**src/rtl/wfc_pkg.sv**
```systemverilog
// ----------------------------------------------------------------------------
// wfc_pkg
// Types, codes and reset values shared by the wall-following controller.
// ----------------------------------------------------------------------------
`default_nettype none

package wfc_pkg;

    localparam int SENSOR_BITS = 8;
    localparam int SPEED_BITS  = 10;
    localparam int CFG_BITS    = 10;
    localparam int CFG_IDX_BITS = 2;

    localparam logic [SENSOR_BITS-1:0] DEF_NEAR      = SENSOR_BITS'(50);
    localparam logic [SENSOR_BITS-1:0] DEF_FAR       = SENSOR_BITS'(40);
    localparam logic [SENSOR_BITS-1:0] DEF_TOO_CLOSE = SENSOR_BITS'(80);
    localparam logic [SPEED_BITS-1:0]  DEF_SPEED     = SPEED_BITS'(600);

    typedef logic [SENSOR_BITS-1:0] t_sensor;
    typedef logic [SPEED_BITS-1:0]  t_speed;

    typedef enum logic [CFG_IDX_BITS-1:0] {
        CFG_NEAR      = 2'd0,
        CFG_FAR       = 2'd1,
        CFG_TOO_CLOSE = 2'd2,
        CFG_SPEED     = 2'd3
    } t_cfg_idx;

    typedef enum logic [2:0] {
        CMD_STOP = 3'd0,
        CMD_FWD  = 3'd1,
        CMD_TL   = 3'd2,
        CMD_TR   = 3'd3,
        CMD_PL   = 3'd4,
        CMD_PR   = 3'd5
    } t_cmd;

    typedef enum logic [2:0] {
        MODE_SEARCH   = 3'd0,
        MODE_FOLLOW_R = 3'd1,
        MODE_FOLLOW_L = 3'd2,
        MODE_TURN_R   = 3'd3,
        MODE_TURN_L   = 3'd4,
        MODE_BACK     = 3'd5
    } t_mode;

    typedef enum logic [2:0] {
        PH_DECIDE   = 3'd0,
        PH_PIVOT_L  = 3'd1,
        PH_PIVOT_R  = 3'd2,
        PH_APPROACH = 3'd3,
        PH_CHOOSE   = 3'd4,
        PH_WAIT_TR  = 3'd5,
        PH_WAIT_TL  = 3'd6
    } t_phase;

    typedef enum logic [1:0] {
        SIDE_NONE  = 2'd0,
        SIDE_RIGHT = 2'd1,
        SIDE_LEFT  = 2'd2
    } t_side;

    typedef struct packed {
        t_sensor near_th;
        t_sensor far_th;
        t_sensor too_close_th;
        t_speed  speed;
    } t_cfg;

    typedef struct packed {
        t_cmd   cmd;
        t_speed speed;
        t_mode  mode;
        t_side  side;
    } t_result;

endpackage

`default_nettype wire

```
**src/rtl/wall_following_robot_controller.sv**
```systemverilog
// ----------------------------------------------------------------------------
// wall_following_robot_controller
// Sensor-sample to motor-command controller for a wall-following robot.
// ----------------------------------------------------------------------------
// Each accepted left/front/right sample yields exactly one result: motor
// command, speed, the mode now in force and the followed side. A sample
// passes an input register, combinational decision logic and a result
// register, in that order. With no stall, one sample can be taken every
// cycle. The mode state advances when a sample moves from the input
// register into the result register. Write the configuration registers
// only while no sample is in flight.
`default_nettype none

module wall_following_robot_controller
    import wfc_pkg::*;
(
    input  wire logic                    i_clk,
    input  wire logic                    i_rst_n,
    input  wire logic                    i_cfg_we,
    input  wire logic [CFG_IDX_BITS-1:0] i_cfg_index,
    input  wire logic [CFG_BITS-1:0]     i_cfg_data,
    input  wire logic                    i_in_valid,
    output logic                         o_in_stall,
    input  wire logic [SENSOR_BITS-1:0]  i_left_distance,
    input  wire logic [SENSOR_BITS-1:0]  i_front_distance,
    input  wire logic [SENSOR_BITS-1:0]  i_right_distance,
    output logic                         o_out_valid,
    input  wire logic                    i_out_stall,
    output logic [2:0]                   o_motor_command,
    output logic [SPEED_BITS-1:0]        o_motor_speed,
    output logic [2:0]                   o_current_mode,
    output logic [1:0]                   o_followed_side
);

    t_cfg    cfg;
    t_result core_res;

    logic    r_in_valid;
    t_sensor r_left;
    t_sensor r_front;
    t_sensor r_right;
    logic    r_out_valid;
    t_result r_out;

    logic out_ready;
    logic advance;
    logic in_accept;

    assign out_ready  = !r_out_valid || !i_out_stall;
    assign advance    = r_in_valid && out_ready;
    assign o_in_stall = r_in_valid && !out_ready;
    assign in_accept  = i_in_valid && !o_in_stall;

    wfc_cfg_regs u_cfg (
        .i_clk       (i_clk),
        .i_rst_n     (i_rst_n),
        .i_cfg_we    (i_cfg_we),
        .i_cfg_index (i_cfg_index),
        .i_cfg_data  (i_cfg_data),
        .o_cfg       (cfg)
    );

    wfc_core u_core (
        .i_clk    (i_clk),
        .i_rst_n  (i_rst_n),
        .i_update (advance),
        .i_left   (r_left),
        .i_front  (r_front),
        .i_right  (r_right),
        .i_cfg    (cfg),
        .o_result (core_res)
    );

    always_ff @(posedge i_clk) begin
        if (!i_rst_n) begin
            r_in_valid <= 1'b0;
        end else if (in_accept) begin
            r_in_valid <= 1'b1;
        end else if (advance) begin
            r_in_valid <= 1'b0;
        end
    end

    always_ff @(posedge i_clk) begin
        if (in_accept) begin
            r_left  <= i_left_distance;
            r_front <= i_front_distance;
            r_right <= i_right_distance;
        end
    end

    always_ff @(posedge i_clk) begin
        if (!i_rst_n) begin
            r_out_valid <= 1'b0;
        end else if (out_ready) begin
            r_out_valid <= r_in_valid;
        end
    end

    always_ff @(posedge i_clk) begin
        if (advance) begin
            r_out <= core_res;
        end
    end

    assign o_out_valid     = r_out_valid;
    assign o_motor_command = r_out.cmd;
    assign o_motor_speed   = r_out.speed;
    assign o_current_mode  = r_out.mode;
    assign o_followed_side = r_out.side;

endmodule

`default_nettype wire

```
**src/rtl/wfc_cfg_regs.sv**
```systemverilog
// ----------------------------------------------------------------------------
// wfc_cfg_regs
// Threshold and speed registers behind the plain write port.
// ----------------------------------------------------------------------------
`default_nettype none

module wfc_cfg_regs
    import wfc_pkg::*;
(
    input  wire logic                    i_clk,
    input  wire logic                    i_rst_n,
    input  wire logic                    i_cfg_we,
    input  wire logic [CFG_IDX_BITS-1:0] i_cfg_index,
    input  wire logic [CFG_BITS-1:0]     i_cfg_data,
    output t_cfg                         o_cfg
);

    t_cfg r_cfg;

    always_ff @(posedge i_clk) begin
        if (!i_rst_n) begin
            r_cfg.near_th      <= DEF_NEAR;
            r_cfg.far_th       <= DEF_FAR;
            r_cfg.too_close_th <= DEF_TOO_CLOSE;
            r_cfg.speed        <= DEF_SPEED;
        end else if (i_cfg_we) begin
            unique case (t_cfg_idx'(i_cfg_index))
                CFG_NEAR:      r_cfg.near_th      <= i_cfg_data[SENSOR_BITS-1:0];
                CFG_FAR:       r_cfg.far_th       <= i_cfg_data[SENSOR_BITS-1:0];
                CFG_TOO_CLOSE: r_cfg.too_close_th <= i_cfg_data[SENSOR_BITS-1:0];
                CFG_SPEED:     r_cfg.speed        <= i_cfg_data[SPEED_BITS-1:0];
                default: begin
                end
            endcase
        end
    end

    assign o_cfg = r_cfg;

endmodule

`default_nettype wire

```
**src/rtl/wfc_core.sv**
```systemverilog
// ----------------------------------------------------------------------------
// wfc_core
// Mode, search phase, followed side and front-wall flag, with the decision
// logic that turns one sensor sample into the next state and a command.
// ----------------------------------------------------------------------------
`default_nettype none

module wfc_core
    import wfc_pkg::*;
(
    input  wire logic i_clk,
    input  wire logic i_rst_n,
    input  wire logic i_update,
    input  t_sensor   i_left,
    input  t_sensor   i_front,
    input  t_sensor   i_right,
    input  t_cfg      i_cfg,
    output t_result   o_result
);

    t_mode  r_mode;
    t_phase r_phase;
    t_side  r_side;
    logic   r_fws;

    t_mode  n_mode;
    t_phase n_phase;
    t_side  n_side;
    logic   n_fws;
    t_cmd   n_cmd;

    always_comb begin
        t_mode  mode_in;
        t_phase phase_in;
        logic   l_near;
        logic   f_near;
        logic   r_near;
        logic   f_far;

        l_near = i_left  > i_cfg.near_th;
        f_near = i_front > i_cfg.near_th;
        r_near = i_right > i_cfg.near_th;
        f_far  = i_front < i_cfg.far_th;

        // fold unused codes back to search / decide
        unique case (r_mode)
            MODE_SEARCH, MODE_FOLLOW_R, MODE_FOLLOW_L,
            MODE_TURN_R, MODE_TURN_L, MODE_BACK: mode_in = r_mode;
            default:                             mode_in = MODE_SEARCH;
        endcase
        unique case (r_phase)
            PH_DECIDE, PH_PIVOT_L, PH_PIVOT_R, PH_APPROACH,
            PH_CHOOSE, PH_WAIT_TR, PH_WAIT_TL: phase_in = r_phase;
            default:                           phase_in = PH_DECIDE;
        endcase

        n_phase = phase_in;
        n_side  = r_side;
        n_fws   = r_fws;
        n_mode  = mode_in;

        // mode transition
        unique case (mode_in)
            MODE_FOLLOW_R: begin
                if (f_near)                          n_mode = MODE_TURN_L;
                else if (i_right < i_cfg.far_th)     n_mode = MODE_TURN_R;
                else if (r_near && l_near)           n_mode = MODE_BACK;
            end
            MODE_FOLLOW_L: begin
                if (f_near)                          n_mode = MODE_TURN_R;
                else if (i_left < i_cfg.far_th)      n_mode = MODE_TURN_L;
                else if (r_near && l_near)           n_mode = MODE_BACK;
            end
            MODE_TURN_R: begin
                if (l_near && f_far) begin
                    n_side = SIDE_LEFT;
                    n_mode = MODE_FOLLOW_L;
                end else if (r_near && f_far) begin
                    n_side = SIDE_RIGHT;
                    n_mode = MODE_FOLLOW_R;
                end
            end
            MODE_TURN_L: begin
                if (r_near && f_far) begin
                    n_side = SIDE_RIGHT;
                    n_mode = MODE_FOLLOW_R;
                end else if (l_near && f_far) begin
                    n_side = SIDE_LEFT;
                    n_mode = MODE_FOLLOW_L;
                end
            end
            MODE_BACK: begin
                if (f_near) n_fws = 1'b1;
                if (n_fws && f_far) begin
                    n_fws  = 1'b0;
                    n_mode = (r_side == SIDE_RIGHT) ? MODE_FOLLOW_R : MODE_FOLLOW_L;
                end
            end
            default: begin
                // leave search only between complete searches
                if (phase_in == PH_DECIDE) begin
                    if (f_near) begin
                        n_mode = r_near ? MODE_TURN_L : MODE_TURN_R;
                    end else if (r_near) begin
                        n_side = SIDE_RIGHT;
                        n_mode = MODE_FOLLOW_R;
                    end else if (l_near) begin
                        n_side = SIDE_LEFT;
                        n_mode = MODE_FOLLOW_L;
                    end
                end
            end
        endcase

        // action for the new mode, from the same sample
        unique case (n_mode)
            MODE_FOLLOW_R: begin
                n_side = SIDE_RIGHT;
                if (i_right < i_cfg.near_th)           n_cmd = CMD_TR;
                else if (i_right > i_cfg.too_close_th) n_cmd = CMD_TL;
                else                                   n_cmd = CMD_FWD;
            end
            MODE_FOLLOW_L: begin
                n_side = SIDE_LEFT;
                if (i_left < i_cfg.near_th)            n_cmd = CMD_TL;
                else if (i_left > i_cfg.too_close_th)  n_cmd = CMD_TR;
                else                                   n_cmd = CMD_FWD;
            end
            MODE_TURN_R: n_cmd = f_far ? CMD_TR : CMD_PR;
            MODE_TURN_L: n_cmd = f_far ? CMD_TL : CMD_PL;
            MODE_BACK:   n_cmd = (n_side == SIDE_RIGHT) ? CMD_PL : CMD_PR;
            default: begin
                unique case (phase_in)
                    PH_PIVOT_L: begin
                        if (i_left > i_front) begin
                            n_cmd = CMD_PL;
                        end else begin
                            n_phase = PH_APPROACH;
                            n_cmd   = CMD_FWD;
                        end
                    end
                    PH_PIVOT_R: begin
                        if (i_right > i_front) begin
                            n_cmd = CMD_PR;
                        end else begin
                            n_phase = PH_APPROACH;
                            n_cmd   = CMD_FWD;
                        end
                    end
                    PH_APPROACH: begin
                        if (i_front >= i_cfg.near_th) n_phase = PH_CHOOSE;
                        n_cmd = CMD_FWD;
                    end
                    PH_CHOOSE: begin
                        if (i_right < i_left) begin
                            n_phase = PH_WAIT_TR;
                            n_cmd   = CMD_TR;
                        end else begin
                            n_phase = PH_WAIT_TL;
                            n_cmd   = CMD_TL;
                        end
                    end
                    PH_WAIT_TR: begin
                        if (i_left < i_cfg.near_th) begin
                            n_cmd = CMD_TR;
                        end else begin
                            n_phase = PH_DECIDE;
                            n_cmd   = CMD_FWD;
                        end
                    end
                    PH_WAIT_TL: begin
                        if (i_right < i_cfg.near_th) begin
                            n_cmd = CMD_TL;
                        end else begin
                            n_phase = PH_DECIDE;
                            n_cmd   = CMD_FWD;
                        end
                    end
                    default: begin
                        if (i_front < i_left) begin
                            if (i_right < i_left) begin
                                n_phase = PH_PIVOT_L;
                                n_cmd   = CMD_PL;
                            end else begin
                                n_phase = PH_PIVOT_R;
                                n_cmd   = CMD_PR;
                            end
                        end else begin
                            n_phase = PH_APPROACH;
                            n_cmd   = CMD_FWD;
                        end
                    end
                endcase
            end
        endcase
    end

    always_ff @(posedge i_clk) begin
        if (!i_rst_n) begin
            r_mode  <= MODE_SEARCH;
            r_phase <= PH_DECIDE;
            r_side  <= SIDE_NONE;
            r_fws   <= 1'b0;
        end else if (i_update) begin
            r_mode  <= n_mode;
            r_phase <= n_phase;
            r_side  <= n_side;
            r_fws   <= n_fws;
        end
    end

    assign o_result.cmd   = n_cmd;
    assign o_result.speed = (n_cmd == CMD_STOP) ? '0 : i_cfg.speed;
    assign o_result.mode  = n_mode;
    assign o_result.side  = n_side;

endmodule

`default_nettype wire

```
**config.mk**
```make
export PLATFORM = sky130hd
export DESIGN_NAME = wall_following_robot_controller
export DESIGN_NICKNAME = d
export VERILOG_FILES = /design/src/rtl/wfc_pkg.sv /design/src/rtl/wall_following_robot_controller.sv /design/src/rtl/wfc_cfg_regs.sv /design/src/rtl/wfc_core.sv
export SDC_FILE = /design/constraint.sdc
export NUM_CORES = 1
export LEC_CHECK = 0
export ABC_AREA = 1
export ABC_CLOCK_PERIOD_IN_PS = 3000
export BUFFER_PORTS_ARGS = -buffer_cell sky130_fd_sc_hd__buf_2
export CORE_ASPECT_RATIO = 1.75
export CORE_MARGIN = 1
export CORE_UTILIZATION = 50
export CTS_CLUSTER_DIAMETER = 30
export CTS_CLUSTER_SIZE = 14
export DETAILED_ROUTE_END_ITERATION = 7
export PLACE_DENSITY = 0.65
export SLEW_MARGIN = 15
export SYNTH_ARGS = -nofsm -noshare
export SYNTH_HDL_FRONTEND = slang
export SYNTH_SLANG_ARGS = --single-unit
```
**constraint.sdc**
```tcl
create_clock -name i_clk -period 3 [get_ports i_clk]
set_input_delay 0.3 -clock i_clk [delete_from_list [all_inputs] [get_ports i_clk]]
set_output_delay 0.3 -clock i_clk [all_outputs]
set_load 0.02 [all_outputs]
```
# Yosys cells after proc, flatten, opt, wreduce, memory -nomap -nowiden
# Index checks and enable logic that the tools add are counted.
dict set report totals {
  wordCells 151
  inputBits 41
  out_inout_bits 20
  register_bits 87
}
dict set report classes {
  muxes 60
  n_reduce_logical 27
  n_eq_ne 32
  order_cmp 15
}
# operator count
set op_table {}
lappend op_table {{2-to-1 mux 3 bit} 30}
lappend op_table {{greater-than comparator 8 bit} 7}
lappend op_table {{< comparator 8 bit} 7}
lappend op_table {{== test 3 bit, second input constant} 12}
lappend op_table {{one-hot mux 3 bit (6 select lines)} 2}
lappend op_table {{2-to-1 mux 2 bit} 16}
lappend op_table {{== test 3 x 2 -> 1 bit, second input constant} 10}
lappend op_table {{one-hot mux 3 bit (5 select lines)} 2}
lappend op_table {{== test 3 x 1 -> 1 bit, second input constant} 5}
lappend op_table {{logical NOT 3 bit} 4}
lappend op_table {{AND reduction 2 bit} 5}
lappend op_table {{greater-or-equal comparator 8 bit} 1}
lappend op_table {{2-to-1 mux 1 bit} 8}
lappend op_table {{logical AND 1 bit} 7}
lappend op_table {{OR reduction 7 bit} 1}
lappend op_table {{== test 2 x 1 -> 1 bit, second input constant} 3}
lappend op_table {{one-hot mux 2 bit (3 select lines)} 1}
lappend op_table {{OR reduction 6 bit} 1}
lappend op_table {{OR reduction 5 bit} 1}
lappend op_table {{== test 2 bit, second input constant} 2}
lappend op_table {{logical NOT 1 bit} 4}
lappend op_table {{one-hot mux 2 bit (2 select lines)} 1}
lappend op_table {{OR reduction 3 bit} 1}
lappend op_table {{logical NOT 2 bit} 1}
lappend op_table {{other kinds (2)} 2}

# Depth between registers and ports, before layout
# Gate-level depths: netlist of the first run.
dict set report depth {
  word_depth 11
  ltp_mapped 24
  depth_no_buf 24
}

# Hierarchy
# From an unflattened synthesis of the first run, not the netlist that was laid out.
dict set report unflattened {
  cells_unflattened 790
  area_unflattened_um2 6017.0
}
# mod cells_per_inst instances seq_area_each_um2 area_each_um2
set modules_own_cells {}
lappend modules_own_cells {wfc_core 532 1 180.2 3285.7}
lappend modules_own_cells {wfc_cfg_regs 203 1 680.7 1375.1}
lappend modules_own_cells {wall_following_robot_controller 55 1 1301.2 1356.3}

# Worst setup path after synthesis of the first run
# No wires, ideal clock.
dict set report synth_timing {
  path_type {register to register}
  startpoint {reg r_right[7]}
  endpoint {reg r_out, in the netlist o_motor_command[1], data pin}
  setup_slack_ps 605
  setup_ps 260
  synth_period_minus_slack_ps 2395
  t_required_ps 2740
  arrival_ps 2135
  path_stages_with_launch 19
  n_path_buf 0
  cell_sequence {edfxtp_1 > ha_1 > a21o_1 > a21oi_1 > nand2_1 > nand2_2 > inv_2 > nand2_2 > nand2_1 > nand3_1 > nand2_1 > nor2_2 > nand3_2 > nand2_4 > inv_4 > nand3_2 > nor2_1 > nor2_1 > nand3_1}
}
# element line_no
set synth_rtl {}
lappend synth_rtl {{start, declared} wall_following_robot_controller.sv:41} ;# t_sensor r_right;
lappend synth_rtl {{start signal, assigned} wall_following_robot_controller.sv:88} ;# r_right <= i_right_distance;
lappend synth_rtl {{end signal, assigned} wall_following_robot_controller.sv:102} ;# r_out <= core_res;
lappend synth_rtl {{end, declared} wall_following_robot_controller.sv:43} ;# t_result r_out;

==> reports/metrics.csv, run 1 <==
stage,metric,value,unit
sta,Slew Limit Fails,0,
clock_network,cts hold-fix bufs,0,
cells_and_area,fin nets,930,
floorplan,die width,83.4,um
route,DRT Pass-1 Iters,7,
clock_network,# clock sinks,87,
route,Initial DRC Count,153,
place,GPL Wtd Cong,0.945,
cells_and_area,most frequent cells in the layout,"nand2_1 (142), inv_1 (93), ha_1 (84)",
sta,final setup violation count,0,
cells_and_area,n_diodes,0,
route,Routed Antenna Nets,0,
grt,largest net degree at the start of global routing,38,
sta,final worst slack,196,ps
synthesis,ys async rst share,0,%
cells_and_area,"commonest non-fill, non-tap cell in the layout",nand2_1,
sta,final setup TNS,0,ps
synthesis,Cells after Synth,723,
synthesis,cell taking the most area after synthesis,edfxtp_1,
critical_path,worst-path cell chain,ha_1 > nand2_1 > nor2_1 > nand4_1 > nand2_2 > buf_4 > nand2_1 > inv_1 > nand2_1 > nand4_2 > nand2_4 > buf_4 > nand3_4 > inv_2 > o21ai_1 > nand4_1,
route,wire per inst,16.6,um
floorplan,Initial Util,51.7,%
synthesis,Netlist cell types,45,
route,DRT Wirelength,15600,um
run_status,status,"finished, final reports clean",
power_and_ir_drop,Final Total Pwr,3.58,mW
sta,fin crit share,93.5,%
clock_network,"CTS clk-pin slew, worst paths",70,ps
synthesis,post-synthesis net count,848,
critical_path,WP data required,3090,ps
floorplan,Die Area,12100,sq um
route,total vias in the final route,5108,
critical_path,CP peak stage delay,450,ps
sta,Clock Skews,8.99,ps
grt,number of global-route vias before repair,4972,
floorplan,Die H,145,um
cells_and_area,Area Growth Syn to Fin,16.2,%
synthesis,post-synthesis sequential area ratio,37.2,%
grt,first-pass GRT wire length,24300,um
sta,Slew headroom,50.0,%
place,area post-placement,6390,sq um
clock_network,CTS tree,yes,
power_and_ir_drop,Lkg Pwr,3.26,nW
critical_path,CP Class,reg2reg,
floorplan,IO Pins,61,
sta,post-layout min period,2800,ps
cells_and_area,final instance area,6750,sq um
clock_network,H-tree depth,3,
synthesis,top post-synthesis cells by area,"edfxtp_1 (22%), ha_1 (18%), dfxtp_1 (16%), nand2_1 (9.4%), a21oi_1 (6.4%)",
clock_network,clock tree buffer depth,2,
cells_and_area,proportion of layout cells with a drive suffix above 1,19.4,%
power_and_ir_drop,Pwr Density,531,nW/um^2
place,# port buffers,60,
critical_path,CP Capture Type,flip-flop,
clock_network,Skew-Pair Late Insertion Delay,350,ps
place,hpwl dp,12700,um
synthesis,yosys warns,0,
cells_and_area,Filler Cells Inserted,1009,
hold_path,Hold Path Class,in2reg,
sta,worst slew pin tran,742,ps
grt,initial antenna violation count,0,
critical_path,CP Launch Type,flip-flop,
synthesis,Post-synth top flop,dfxtp_1,
route,DRC,0,
grt,gr usage total,27.0,%
place,Place WS,122,ps
sta,RSZ-0062 raised after global routing,no,
floorplan,floorplan row count,51,
synthesis,Yosys reg bits,87,
floorplan,core area,11200,sq um
clock_network,Clock Tree Root,clkbuf_16,
power_and_ir_drop,Peak supply drop,0.000461,V
sta,FMAX,357,MHz
synthesis,Mapped Avg Cell Area,8.03,sq um
critical_path,WP data arrival,2890,ps
synthesis,"EDFF count, synth",42,
route,Vias per Instance,5.42,
clock_network,CTS buffer count,9,
sta,Fin. Hold Viols,0,
critical_path,crit-path max FO,7,
grt,GRT overflow,0,
synthesis,Synth top area share,21.7,%
synthesis,mapped cell area,5800,sq um
critical_path,critical path's slowest cell,edfxtp_1,
flow_run,maxcap violations,0,
critical_path,Critical Path Most Common Cell,nand2_1,
## path summary, 6_finish.rpt
check	from	end	slack (ps)	cells after the start
setup reg to reg	r_front[7]	o_motor_command[0]	200	16
hold / removal	i_front_distance[0]	r_front[0]	120	1
hold reg to reg	u_cfg.o_cfg[5]	o_motor_speed[5]	430	0
setup / recovery	r_front[7]	o_motor_command[0]	200	16
## per-stage QoR
step | utilization, % | cells | hold slack (ps)
3_5_place_dp | 56.9 | 921 | 410
4_1_cts | 59.5 | 937 | 112
5_1_grt | 60.1 | 942 | 112
2_1_floorplan | - | 723 | 399
3_3_place_gp | 56.9 | 921 | 411
6_report | 60.1 | 942 | 119
## timing repair
action | CTS | global route
setup endpoints to repair | 0 | 4
gates resized for setup | 0 | 5
setup buffers | 0 | 5
## synth_stat cells, types with 2 or more instances
| cell type | count |
|---|---|
| nand2_4 | 3 |
| nand3_1 | 30 |
| nor2_1 | 56 |
| a21o_1 | 2 |
| o21a_1 | 3 |
| a21oi_1 | 74 |
| clkbuf_1 | 17 |
| nand3_2 | 3 |
| inv_4 | 3 |
| inv_2 | 10 |
| o21ai_1 | 6 |
| nand3b_1 | 2 |
| nor3_1 | 3 |
| buf_2 | 2 |
| clkinv_1 | 3 |
| nor2_2 | 3 |
| ha_1 | 84 |
| dfxtp_1 | 45 |
| nand2_1 | 146 |
| nand2_2 | 9 |
| nand4_1 | 11 |
| o21ai_0 | 39 |
| o211ai_1 | 10 |
| nor3_2 | 4 |
| a211oi_1 | 2 |
| edfxtp_1 | 42 |
| inv_1 | 93 |
## metal layers
| layer | share of wire (%) | track usage, % |
|---|---|---|
| met1 | 34 | 24.9 |
| met2 | 54 | 51.5 |
| met3 | 3.6 | 4.28 |
| met4 | 8.0 | 22.4 |
| met5 | 0 | 0 |
## state kept, by name (all words and copies together), names as in the netlist
register and count:
u_cfg.o_cfg 34, o_motor_speed 10, r_front 8, r_left 8, r_right 8, o_current_mode 3, o_motor_command 3, u_core.r_mode 3
u_core.r_phase 3, o_followed_side 2, u_core.r_side 2, o_out_valid 1, r_in_valid 1, u_core.r_fws 1
## where the power goes
part | switching (mW) | internal (mW) | total, mW
logic | 0.674 | 0.397 | 1.07
clock network | 0.534 | 0.585 | 1.12
registers | 0.0468 | 1.35 | 1.39
total | 1.25 | 2.33 | 3.58
## final cells by class
cell class                      count  area, sq um  area share [%]
Inverter                          109          417            6.18
Timing Repair Buffer               91          546            8.09
Clock buffer                        9          225            3.34
Multi-Input combinational cell    507         3160            46.9
Sequential cell                    87         2160            32.1
Tap cell                          132          165            2.45
Clock inverter                      7         70.1            1.04
## worst max-delay path: cells and delay by family, from the launching register on
family / cells / cell delay (ps)
AO/OA/AOI/OAI: 1 / 90
flip-flops: 1 / 450
AND/OR/NAND/NOR: 10 / 1240
adder cells (fa/ha/maj): 1 / 330
buffers and inverters: 4 / 450
## cells by family after synthesis
group,count (synthesis),share of synthesized area [%]
compound gates,145,13.8
fa+ha+maj,84,18.1
buf+inv,129,8.58
flops,87,37.2
simple gates,278,22.2
Note: power is estimated with default switching activity, not from simulation.
==> run 2, diff against run 1 <==
Settings changed: ABC_CLOCK_PERIOD_IN_PS 3000 to 3100, PLACE_DENSITY 0.65 to 0.67.
Clock period 3 ns to 3.1 ns, I/O delays scaled along.
==> reports/metrics.csv, run 2 (synthesized netlist as in run 1, its figures left out) <==
stage,metric,value,unit,change
run_status,status,"finished, final reports clean",,
clock_network,Skew-Pair Late Insertion Delay,360,ps,about the same
sta,worst slew pin tran,948,ps,+206 ps
critical_path,CP Buf/Inv Count,1,,-3
route,DRT Pass-1 Iters,5,,-2
clock_network,PostCTS Resize Cnt,0,,unchanged
grt,GRT overflow,0,,unchanged
critical_path,Critical Path Most Common Cell,nand2_1,,
cells_and_area,Filler Cells Inserted,1030,,+2.1%
floorplan,die width,83.4,um,unchanged
route,DRC,0,,unchanged
sta,post-layout min period,2830,ps,+25.3 ps
critical_path,CP Capture Type,flip-flop,,
critical_path,CP Launch Type,flip-flop,,
clock_network,CTS tree,yes,,
critical_path,WP data arrival,2920,ps,+30 ps
route,total vias in the final route,5112,,+0.078%
sta,FMAX,353,MHz,-0.89%
sta,fin crit share,91.3,%,-2.2 points
sta,Slew Limit Fails,0,,unchanged
place,GPL Wtd Cong,0.934,,-1.2%
grt,first-pass GRT wire length,24200,um,-0.77%
route,Vias per Instance,5.51,,+1.6%
sta,Clock Skews,11.9,ps,+2.89 ps
critical_path,"delay-heaviest family, CP",simple AND/OR/NAND/NOR gates,,
clock_network,post-CTS setup buffer count,0,,unchanged
cells_and_area,fin nets,916,,-1.5%
grt,largest net degree at the start of global routing,38,,unchanged
sta,Fin. Hold Viols,0,,unchanged
route,Initial DRC Count,176,,+15%
clock_network,Clock Tree Root,clkbuf_16,,
clock_network,"CTS clk-pin slew, worst paths",70,ps,about the same
cells_and_area,n_diodes,0,,unchanged
hold_path,Hold Path Class,in2reg,,
critical_path,critical path's slowest cell,edfxtp_1,,
floorplan,floorplan row count,51,,unchanged
cells_and_area,Area Growth Syn to Fin,14.3,%,
cells_and_area,most frequent cells in the layout,"nand2_1 (145), inv_1 (93), ha_1 (84)",,
sta,Slew headroom,36.7,%,-13 points
clock_network,CTS buffer count,9,,unchanged
sta,final setup TNS,0,ps,unchanged
floorplan,Die H,145,um,unchanged
critical_path,CP Class,reg2reg,,
critical_path,WP data required,3200,ps,+110 ps
clock_network,cts hold-fix bufs,0,,unchanged
place,hpwl dp,12600,um,-1.1%
power_and_ir_drop,Pwr Density,517,nW/um^2,-2.6%
cells_and_area,proportion of layout cells with a drive suffix above 1,17.5,%,-1.9 points
floorplan,Initial Util,51.7,%,unchanged
critical_path,crit-path max FO,11,,+4
place,Place WS,136,ps,+13.6 ps
grt,initial antenna violation count,0,,unchanged
place,Placed Instances,912,,-0.98%
power_and_ir_drop,Peak supply drop,0.000319,V,-31%
grt,gr usage total,26.6,%,-0.40 points
flow_run,maxcap violations,0,,unchanged
place,# port buffers,60,,unchanged
cells_and_area,max FFs per register,34,,unchanged
sta,final setup violation count,0,,unchanged
power_and_ir_drop,Lkg Pwr,3.19,nW,-1.9%
grt,number of global-route vias before repair,5030,,+1.2%
floorplan,core area,11200,sq um,unchanged
clock_network,H-tree depth,3,,unchanged
sta,final worst slack,271,ps,+74.7 ps
sta,RSZ-0062 raised after global routing,no,,
critical_path,worst-path cell chain,ha_1 > nand2_1 > nor2_1 > nand2_1 > nand2_1 > nand2_2 > nand2_1 > nand2_1 > nand2_1 > nand2_1 > a21oi_2 > nand2_2 > nor2_8 > inv_2 > nand3_1 > nand2_1 > nand2_1 > nand3_1,,
route,Routed Antenna Nets,0,,unchanged
critical_path,CP peak stage delay,440,ps,about the same
floorplan,Die Area,12100,sq um,unchanged
route,wire per inst,16.5,um,-0.15%
cells_and_area,Non-Filler Instances,928,,-1.5%
clock_network,# clock sinks,87,,unchanged
floorplan,IO Pins,61,,unchanged
route,DRT Wirelength,15300,um,-1.6%
cells_and_area,"commonest non-fill, non-tap cell in the layout",nand2_1,,
clock_network,clock tree buffer depth,2,,unchanged
-- run 2: changes by cell type in the layout (fill, tap and decap cells not counted) --
cell and change:
clkinv_8 +2, a21oi_1 +1, nand2_1 +3, buf_12 -1, nand2_2 -3, a21oi_2 -1, inv_6 -1, buf_4 -13
clkinvlp_4 -1
-- run 2: metrics by stage --
stage	hold slack (ps)	utilization, %	power [mW]	cell area [sq um]
floorplan	409	-	2.07	5800
global placement	410	56.3	2.31	6320
detailed placement	410	56.3	2.34	6320
CTS	115	59.0	3.45	6630
global route	115	59.1	3.62	6630
finish	125	59.1	3.43	6630
-- run 2: worst reg2reg max path, stage by stage, from the launching register on --
cell and delay, ps:
edfxtp_1 440, ha_1 340, nand2_1 90, nor2_1 150, nand2_1 110, nand2_1 100, nand2_2 170, nand2_1 190
nand2_1 80, nand2_1 80, nand2_1 80, a21oi_2 130, nand2_2 100, nor2_8 170, inv_2 80, nand3_1 80
nand2_1 70, nand2_1 60, nand3_1 80
-- run 2: final cells by class --
type | count | area [sq um] | share of cell area (%)
flip-flops and latches | 87 | 2160 | 32.6
well taps | 132 | 165 | 2.49
clock inverters | 7 | 86.3 | 1.30
clock buffers | 9 | 225 | 3.40
multi-input cells | 507 | 3150 | 47.5
inverters | 109 | 417 | 6.28
repair buffers | 77 | 428 | 6.45
-- run 2: path summary, 6_finish.rpt --
kind	startpoint	end	slack, ps	depth (start not counted)
max reg2reg	r_front[7]	o_motor_command[1]	270	18
min reg2reg	u_cfg.o_cfg[1]	o_motor_speed[1]	430	0
min	i_right_distance[2]	r_right[2]	120	1
max	r_front[7]	o_motor_command[1]	270	18
-- run 2: report_power, final --
part	internal [mW]	leakage (nW)	switching [mW]
combinational	0.330	2.27	0.643
sequential	1.30	0.770	0.0450
clock	0.577	0.151	0.534
total	2.21	3.19	1.22
-- run 2: routing by layer --
metal / routed length [um] / vias to the layer above / global-route usage [%]
li1: - / 2561 / -
met1: 5310 / 2295 / 24.0
met2: 8070 / 176 / 51.3
met3: 630 / 80 / 4.34
met4: 1330 / 0 / 21.9
met5: 0 / - / 0
